==> config.mk <==
export PLATFORM = sky130hd
export DESIGN_NAME = sbdr_victim
export DESIGN_NICKNAME = d
export VERILOG_FILES = /design/src/sv/ship_bip_dueling_rrip_replacement_defines.svh /design/src/sv/sbdr_pkg.sv /design/src/sv/sbdr_victim.sv
export SDC_FILE = /design/constraint.sdc
export NUM_CORES = 1
export LEC_CHECK = 0
export BUFFER_PORTS_ARGS = -buffer_cell sky130_fd_sc_hd__clkbuf_2
export CAP_MARGIN = 10
export CORE_MARGIN = 8
export CORE_UTILIZATION = 41
export DETAILED_ROUTE_END_ITERATION = 12
export PLACE_DENSITY_LB_ADDON = 0.15
export SKIP_LAST_GASP = 1
export SLEW_MARGIN = 20
export SYNTH_ARGS = -nofsm -noshare
export SYNTH_HDL_FRONTEND = slang
export SYNTH_SLANG_ARGS = --single-unit
export TNS_END_PERCENT = 100
==> constraint.sdc <==
create_clock -name vclk -period 4.31
set_input_delay 0.862 -clock vclk [all_inputs]
set_output_delay 0.862 -clock vclk [all_outputs]
set_load 0.005 [all_outputs]
==> src/sv/ship_bip_dueling_rrip_replacement_defines.svh <==
// assertion macros for the ship/bip dueling rrip replacement unit
// no dependencies; included by the top level only
`ifndef SHIP_BIP_DUELING_RRIP_REPLACEMENT_DEFINES_SVH
`define SHIP_BIP_DUELING_RRIP_REPLACEMENT_DEFINES_SVH

// consequence checked in the same cycle
`define SBDR_ASSERT_SAME(lbl, clk, rst_n, pre, post) \
    lbl: assert property (@(posedge clk) disable iff (!(rst_n)) (pre) |-> (post)) \
        else $error("sbdr assertion failed");

// consequence checked in the next cycle
`define SBDR_ASSERT_NEXT(lbl, clk, rst_n, pre, post) \
    lbl: assert property (@(posedge clk) disable iff (!(rst_n)) (pre) |=> (post)) \
        else $error("sbdr assertion failed");

`endif

==> src/sv/sbdr_pkg.sv <==
// shared constants for the ship/bip dueling rrip replacement unit
// no dependencies; imported by sbdr_victim and the top level
package sbdr_pkg;

    // default sizes
    localparam int NUM_SETS_DEF      = 2048;
    localparam int NUM_WAYS_DEF      = 16;
    localparam int SIG_ENTRIES_DEF   = 4096;
    localparam int SELECTOR_BITS_DEF = 10;

    // field widths
    localparam int SET_IDX_W = 11;
    localparam int WAY_W     = 4;
    localparam int PC_W      = 24;
    localparam int SEL_OUT_W = 10;
    localparam int THR_W     = 2;
    localparam int RATE_W    = 3;
    localparam int LEAD_W    = 11;

    // stream packing
    localparam int S_TDATA_W = 40;
    localparam int S_TUSER_W = 2;
    localparam int M_TDATA_W = 16;
    localparam int SET_LSB   = 0;
    localparam int WAY_LSB   = 11;
    localparam int PC_LSB    = 15;
    localparam int OP_BIT    = 0;
    localparam int HIT_BIT   = 1;

    // config port
    localparam int CFG_IDX_W  = 2;
    localparam int CFG_DATA_W = 11;
    localparam logic [CFG_IDX_W-1:0] CFG_REUSE_THRESHOLD = 2'd0;
    localparam logic [CFG_IDX_W-1:0] CFG_BIP_RATE_LOG2   = 2'd1;
    localparam logic [CFG_IDX_W-1:0] CFG_LEADER_SETS     = 2'd2;
    localparam logic [THR_W-1:0]  THR_RST  = 2'd2;
    localparam logic [RATE_W-1:0] RATE_RST = 3'd5;
    localparam logic [LEAD_W-1:0] LEAD_RST = 11'd32;

    // operation codes
    localparam logic OP_VICTIM = 1'b0;
    localparam logic OP_UPDATE = 1'b1;

    // rrpv and counter values
    localparam int RRPV_W = 2;
    localparam logic [RRPV_W-1:0] RRPV_MAX  = 2'd3;
    localparam logic [RRPV_W-1:0] RRPV_NEAR = 2'd0;
    localparam int CTR_W = 2;
    localparam logic [CTR_W-1:0] CTR_MAX  = 2'd3;
    localparam logic [CTR_W-1:0] CTR_INIT = 2'd2;

    // signature hash shift
    localparam int SIG_SHIFT = 12;

endpackage

==> src/sv/sbdr_victim.sv <==
// victim selection and set aging over one row of rrpv values
// depends on sbdr_pkg
module sbdr_victim
    import sbdr_pkg::*;
#(
    parameter int NUM_WAYS = NUM_WAYS_DEF
) (
    input  logic [NUM_WAYS-1:0][RRPV_W-1:0]  rrpv_i,
    output logic [NUM_WAYS-1:0][RRPV_W-1:0]  aged_o,
    output logic [$clog2(NUM_WAYS)-1:0]      victim_o
);

    localparam int WAY_BITS = $clog2(NUM_WAYS);

    logic              has1;
    logic              has2;
    logic              has3;
    logic [RRPV_W-1:0] top;
    logic [RRPV_W-1:0] delta;

    always_comb begin
        has1 = 1'b0;
        has2 = 1'b0;
        has3 = 1'b0;
        for (int w = 0; w < NUM_WAYS; w++) begin
            has1 = has1 | (rrpv_i[w] == 2'd1);
            has2 = has2 | (rrpv_i[w] == 2'd2);
            has3 = has3 | (rrpv_i[w] == RRPV_MAX);
        end
        if (has3) begin
            top = RRPV_MAX;
        end else if (has2) begin
            top = 2'd2;
        end else if (has1) begin
            top = 2'd1;
        end else begin
            top = 2'd0;
        end
        delta = RRPV_MAX - top;
        for (int w = 0; w < NUM_WAYS; w++) begin
            aged_o[w] = rrpv_i[w] + delta;
        end
        // lowest way holding the set maximum
        victim_o = '0;
        for (int w = NUM_WAYS - 1; w >= 0; w--) begin
            if (rrpv_i[w] == top) begin
                victim_o = WAY_BITS'(w);
            end
        end
    end

endmodule

Yosys cells after proc, flatten, opt, wreduce, memory -nomap -nowiden
Index checks and enable logic that the tools add are counted.

storage, ports and cells
  bits in registers = 0
  input port bits = 32
  logic and storage cells = 145

cells by class
  $add $sub $neg = 17
  equality and inequality tests = 64
  muxes and demuxes = 19
  bitwise operators = 45

operators with widths
  operator                                                         count
  2-bit == test, second input constant                             32
  4-bit 2-to-1 mux                                                 16
  1-bit OR                                                         45
  2-bit adder                                                      16
  2-bit by 1-bit == test with 1-bit output, second input constant  16
  2-bit == test                                                    16
  2-bit 2-to-1 mux                                                 2
  2-bit subtractor, first input constant                           1
  1-bit 2-to-1 mux                                                 1

Longest topological paths before layout
  depth after elaboration = 36
  mapped depth = 11
  mapped depth without buffers = 10

Worst setup path after synthesis
Ideal clock, no wire load.

  path type = in2out
  start point = in rrpv_i[13] (netlist bit)
  end point = out victim_o[1]
  data arrival time = 3.568 ns
  data required time = 3.448 ns
  setup slack = -0.120 ns
  cell stages on the path = 9
  cells stage by stage = a22o_1 a221oi_1 and4_1 a21boi_0 ha_1 o21a_1 a211oi_2 o211ai_1 a31oi_1

on the way
  longest elaborated chain between the ends = 31

RTL lines
  what                                      RTL line           RTL
  start, declared                           sbdr_victim.sv:8   input logic [NUM_WAYS-1:0][RRPV_W-1:0] rrpv_i,
  2-bit by 1-bit == test with 1-bit output  sbdr_victim.sv:26  has1 = has1 | (rrpv_i[w] == 2'd1);
  1-bit OR (10 in a row)                    sbdr_victim.sv:26
  1-bit 2-to-1 mux                          sbdr_victim.sv:34  end else if (has1) begin
  2-bit 2-to-1 mux                          sbdr_victim.sv:32  end else if (has2) begin
  2-bit 2-to-1 mux                          sbdr_victim.sv:30  if (has3) begin
  2-bit == test                             sbdr_victim.sv:46  if (rrpv_i[w] == top) begin
  4-bit 2-to-1 mux (15 in a row)            sbdr_victim.sv:46
  4-bit 2-to-1 mux *                        sbdr_victim.sv:46
  end, declared                             sbdr_victim.sv:10  output logic [$clog2(NUM_WAYS)-1:0] victim_o

Mark *: on every way between the ends. The rest lies on a longest branch, timed or not.

Final worst setup path
  start point = in rrpv_i[19] (netlist bit)
  end point = out victim_o[1]

on the way
  longest elaborated chain between the ends = 28

RTL lines
  what                                      RTL line
  2-bit by 1-bit == test with 1-bit output  sbdr_victim.sv:26
  1-bit OR (7 in a row)                     sbdr_victim.sv:26
  1-bit 2-to-1 mux                          sbdr_victim.sv:34
  2-bit 2-to-1 mux                          sbdr_victim.sv:32
  2-bit 2-to-1 mux                          sbdr_victim.sv:30
  2-bit == test                             sbdr_victim.sv:46
  4-bit 2-to-1 mux (15 in a row)            sbdr_victim.sv:46
  4-bit 2-to-1 mux *                        sbdr_victim.sv:46

Marks and branches as above.

==> impl_metrics.tcl <==
set metrics [dict create \
    run_status "completed" \
    synth.cells.most_frequent "inv_1 (17), nor2_1 (17), ha_1 (16), xnor2_1 (16), nand2b_1 (9)" \
    worstPathMaxFanout 6 \
    layout_setup_ws_ns 0.257 \
    dieArea_mm2 0.00456 \
    worst_pin_slew_ns 0.521 \
    rsz0062_at_grt "false" \
    worstPathArrival_ns 3.19 \
    hold_path_class "input port to output port" \
    grt_max_degree 31 \
    first_iter_violations 67 \
    layout.nets 269 \
    synth_compound_area_share_pct 33.4 \
    drt_pass1_iterations 4 \
    synth-seq-area-share_pct 0 \
    yosysWarnings 0 \
    wl_met1_mm 1.74 \
    row_count 18 \
    dp_worst_setup_slack_ns 0.252 \
    fin_util_pct 57.9 \
    port_buffers 68 \
    max_freq_ghz 0.247 \
    p_leak_nw 0.767 \
    stdcell_count 249 \
    nClkBuffers 0 \
    top_layer "met4" \
    period_share_pct 94.0 \
    nFlopsAndLatches 0 \
    finalInstanceArea_mm2 0.00145 \
    die_y_um 67.5 \
    drive_gt1_share_pct 35.6 \
    cap_violations 0 \
    antenna_left 0 \
    met3_length_um 270 \
    syn_nets 200 \
    drc 0 \
    routed-wl-met2_mm 1.85 \
    synth_top_family_by_area "compound AO/OA/AOI/OAI gates" \
    max-vdd-ir-drop_mv 0.0503 \
    synthSimpleGateAreaFrac_pct 25.7 \
    setup_viol 0 \
    placed_cell_area_mm2 0.00145 \
    relSlewSlack_pct 64.9 \
    fin_crit_ns 4.05 \
    ys_types 35 \
    route.vias.total 1369 \
    worstSetupPathType "input port to output port" \
    fin_setup_tns_ns 0 \
    hold_depth 3 \
    place.gp.congestion 0.906 \
    dpl.hpwl_mm 3.43 \
    core-area_mm2 0.00250 \
    grt_pass1_wl_mm 6.29 \
    synth.top_cell.area_share_pct 18.4 \
    synth.area.top_cells "ha_1 (18%), xnor2_1 (13%), inv_1 (5.9%), nor2_1 (5.9%), nand2b_1 (5.2%)" \
    n_fill_cell 244 \
    yosys.area_share.adder_pct 18.4 \
    hold_slack_ns 2.10 \
    power_density_mw_per_mm2 91.6 \
    regArea_um2 0 \
    finalHoldViolations 0 \
    synth_xor_area_share_pct 12.9 \
    overflow 0 \
    vias_per_cell 5.50 \
    critPathLaunchType "input port" \
    grt_antenna_before_repair 0 \
    required_ns 3.45 \
    syn_avg_cell_area_um2 7.15 \
    grt.total_usage_pct 16.5 \
    io_pins 68 \
    postRouteWirelength_mm 3.88 \
    cp-end-kind "output port" \
    post_drt_wl_per_cell_um 15.6 \
    dp.cells 249 \
    die_w_um 67.5 \
    initial_core_util_pct 43.5 \
    synthMuxAreaShare_pct 0 \
    syn2layout_area_growth_pct 33.0 \
    syn_area_mm2 0.00109 \
    drv_slew 0 \
    yosysTopAreaCell "ha_1" \
    antenna-diode-count 0 \
    total_power_uw 132 \
    grt_pass1_vias 1336 \
    syn_inst 152 \
]
## cells in the final DEF, fill, tap and decap left out, types with 2 or more instances in the layout
cell / count
o2111ai_1: 4
xnor2_1: 16
buf_4: 3
o21a_1: 5
o22ai_1: 6
nand2_1: 5
nor2_1: 17
a22o_1: 4
clkbuf_2: 68
ha_1: 16
a221oi_1: 5
inv_1: 17
or2b_1: 4
nor4_1: 2
nand2b_1: 9
o211ai_1: 2
o21ai_1: 7
nand4b_1: 2
nand3_1: 3
nand4_1: 2
o21ai_2: 2
a31oi_1: 2
o21ai_0: 6
## where the power goes
part	switching (mW)	leakage [nW]	total [mW]	internal [mW]
logic	0.0698	0.767	0.132	0.0627
registers	0	0	0	0
clock network	0	0	0	0
total	0.0698	0.767	0.132	0.0627
## kinds of logic after synthesis
kind of cell | count (synthesis)
adders and majority gates | 16
AOI/OAI and AO/OA | 49
buffers and inverters | 21
and+or+nand+nor | 50
xor gates and xnor gates | 16
## worst max-delay path: stages
cell	delay (ns)
clkbuf_2	0.13
or2b_1	0.16
o2111ai_1	0.10
nor4_1	0.41
a21boi_1	0.14
buf_4	0.19
ha_1	0.28
o21ai_0	0.20
a211oi_2	0.28
o211ai_1	0.12
a31oi_1	0.17
clkbuf_2	0.13
## worst paths after layout
kind | startpoint | end | slack (ns)
worst max-delay path | rrpv_i[19] | victim_o[1] | 0.26
worst min-delay path | rrpv_i[24] | aged_o[24] | 2.10
## per-layer routing
layer | GRT usage, % | up-vias
li1 | - | 704
met1 | 21.7 | 619
met2 | 29.3 | 44
met3 | 1.82 | 2
met4 | 1.04 | 0
met5 | 0 | -
## cell type report
cell class | count | area (µm²) | area share (%)
multi-input cells | 131 | 982 | 67.9
repair buffers | 71 | 363 | 25.1
inverters | 17 | 63.8 | 4.41
well taps | 30 | 37.5 | 2.60
## timing repair
action                     4_1_cts  5_1_grt
resized for setup                0        1
setup endpoints to repair        0        2
setup buffers                    0        0
hold buffers                     0        0
No activity file was read; power rests on OpenSTA's default activity.
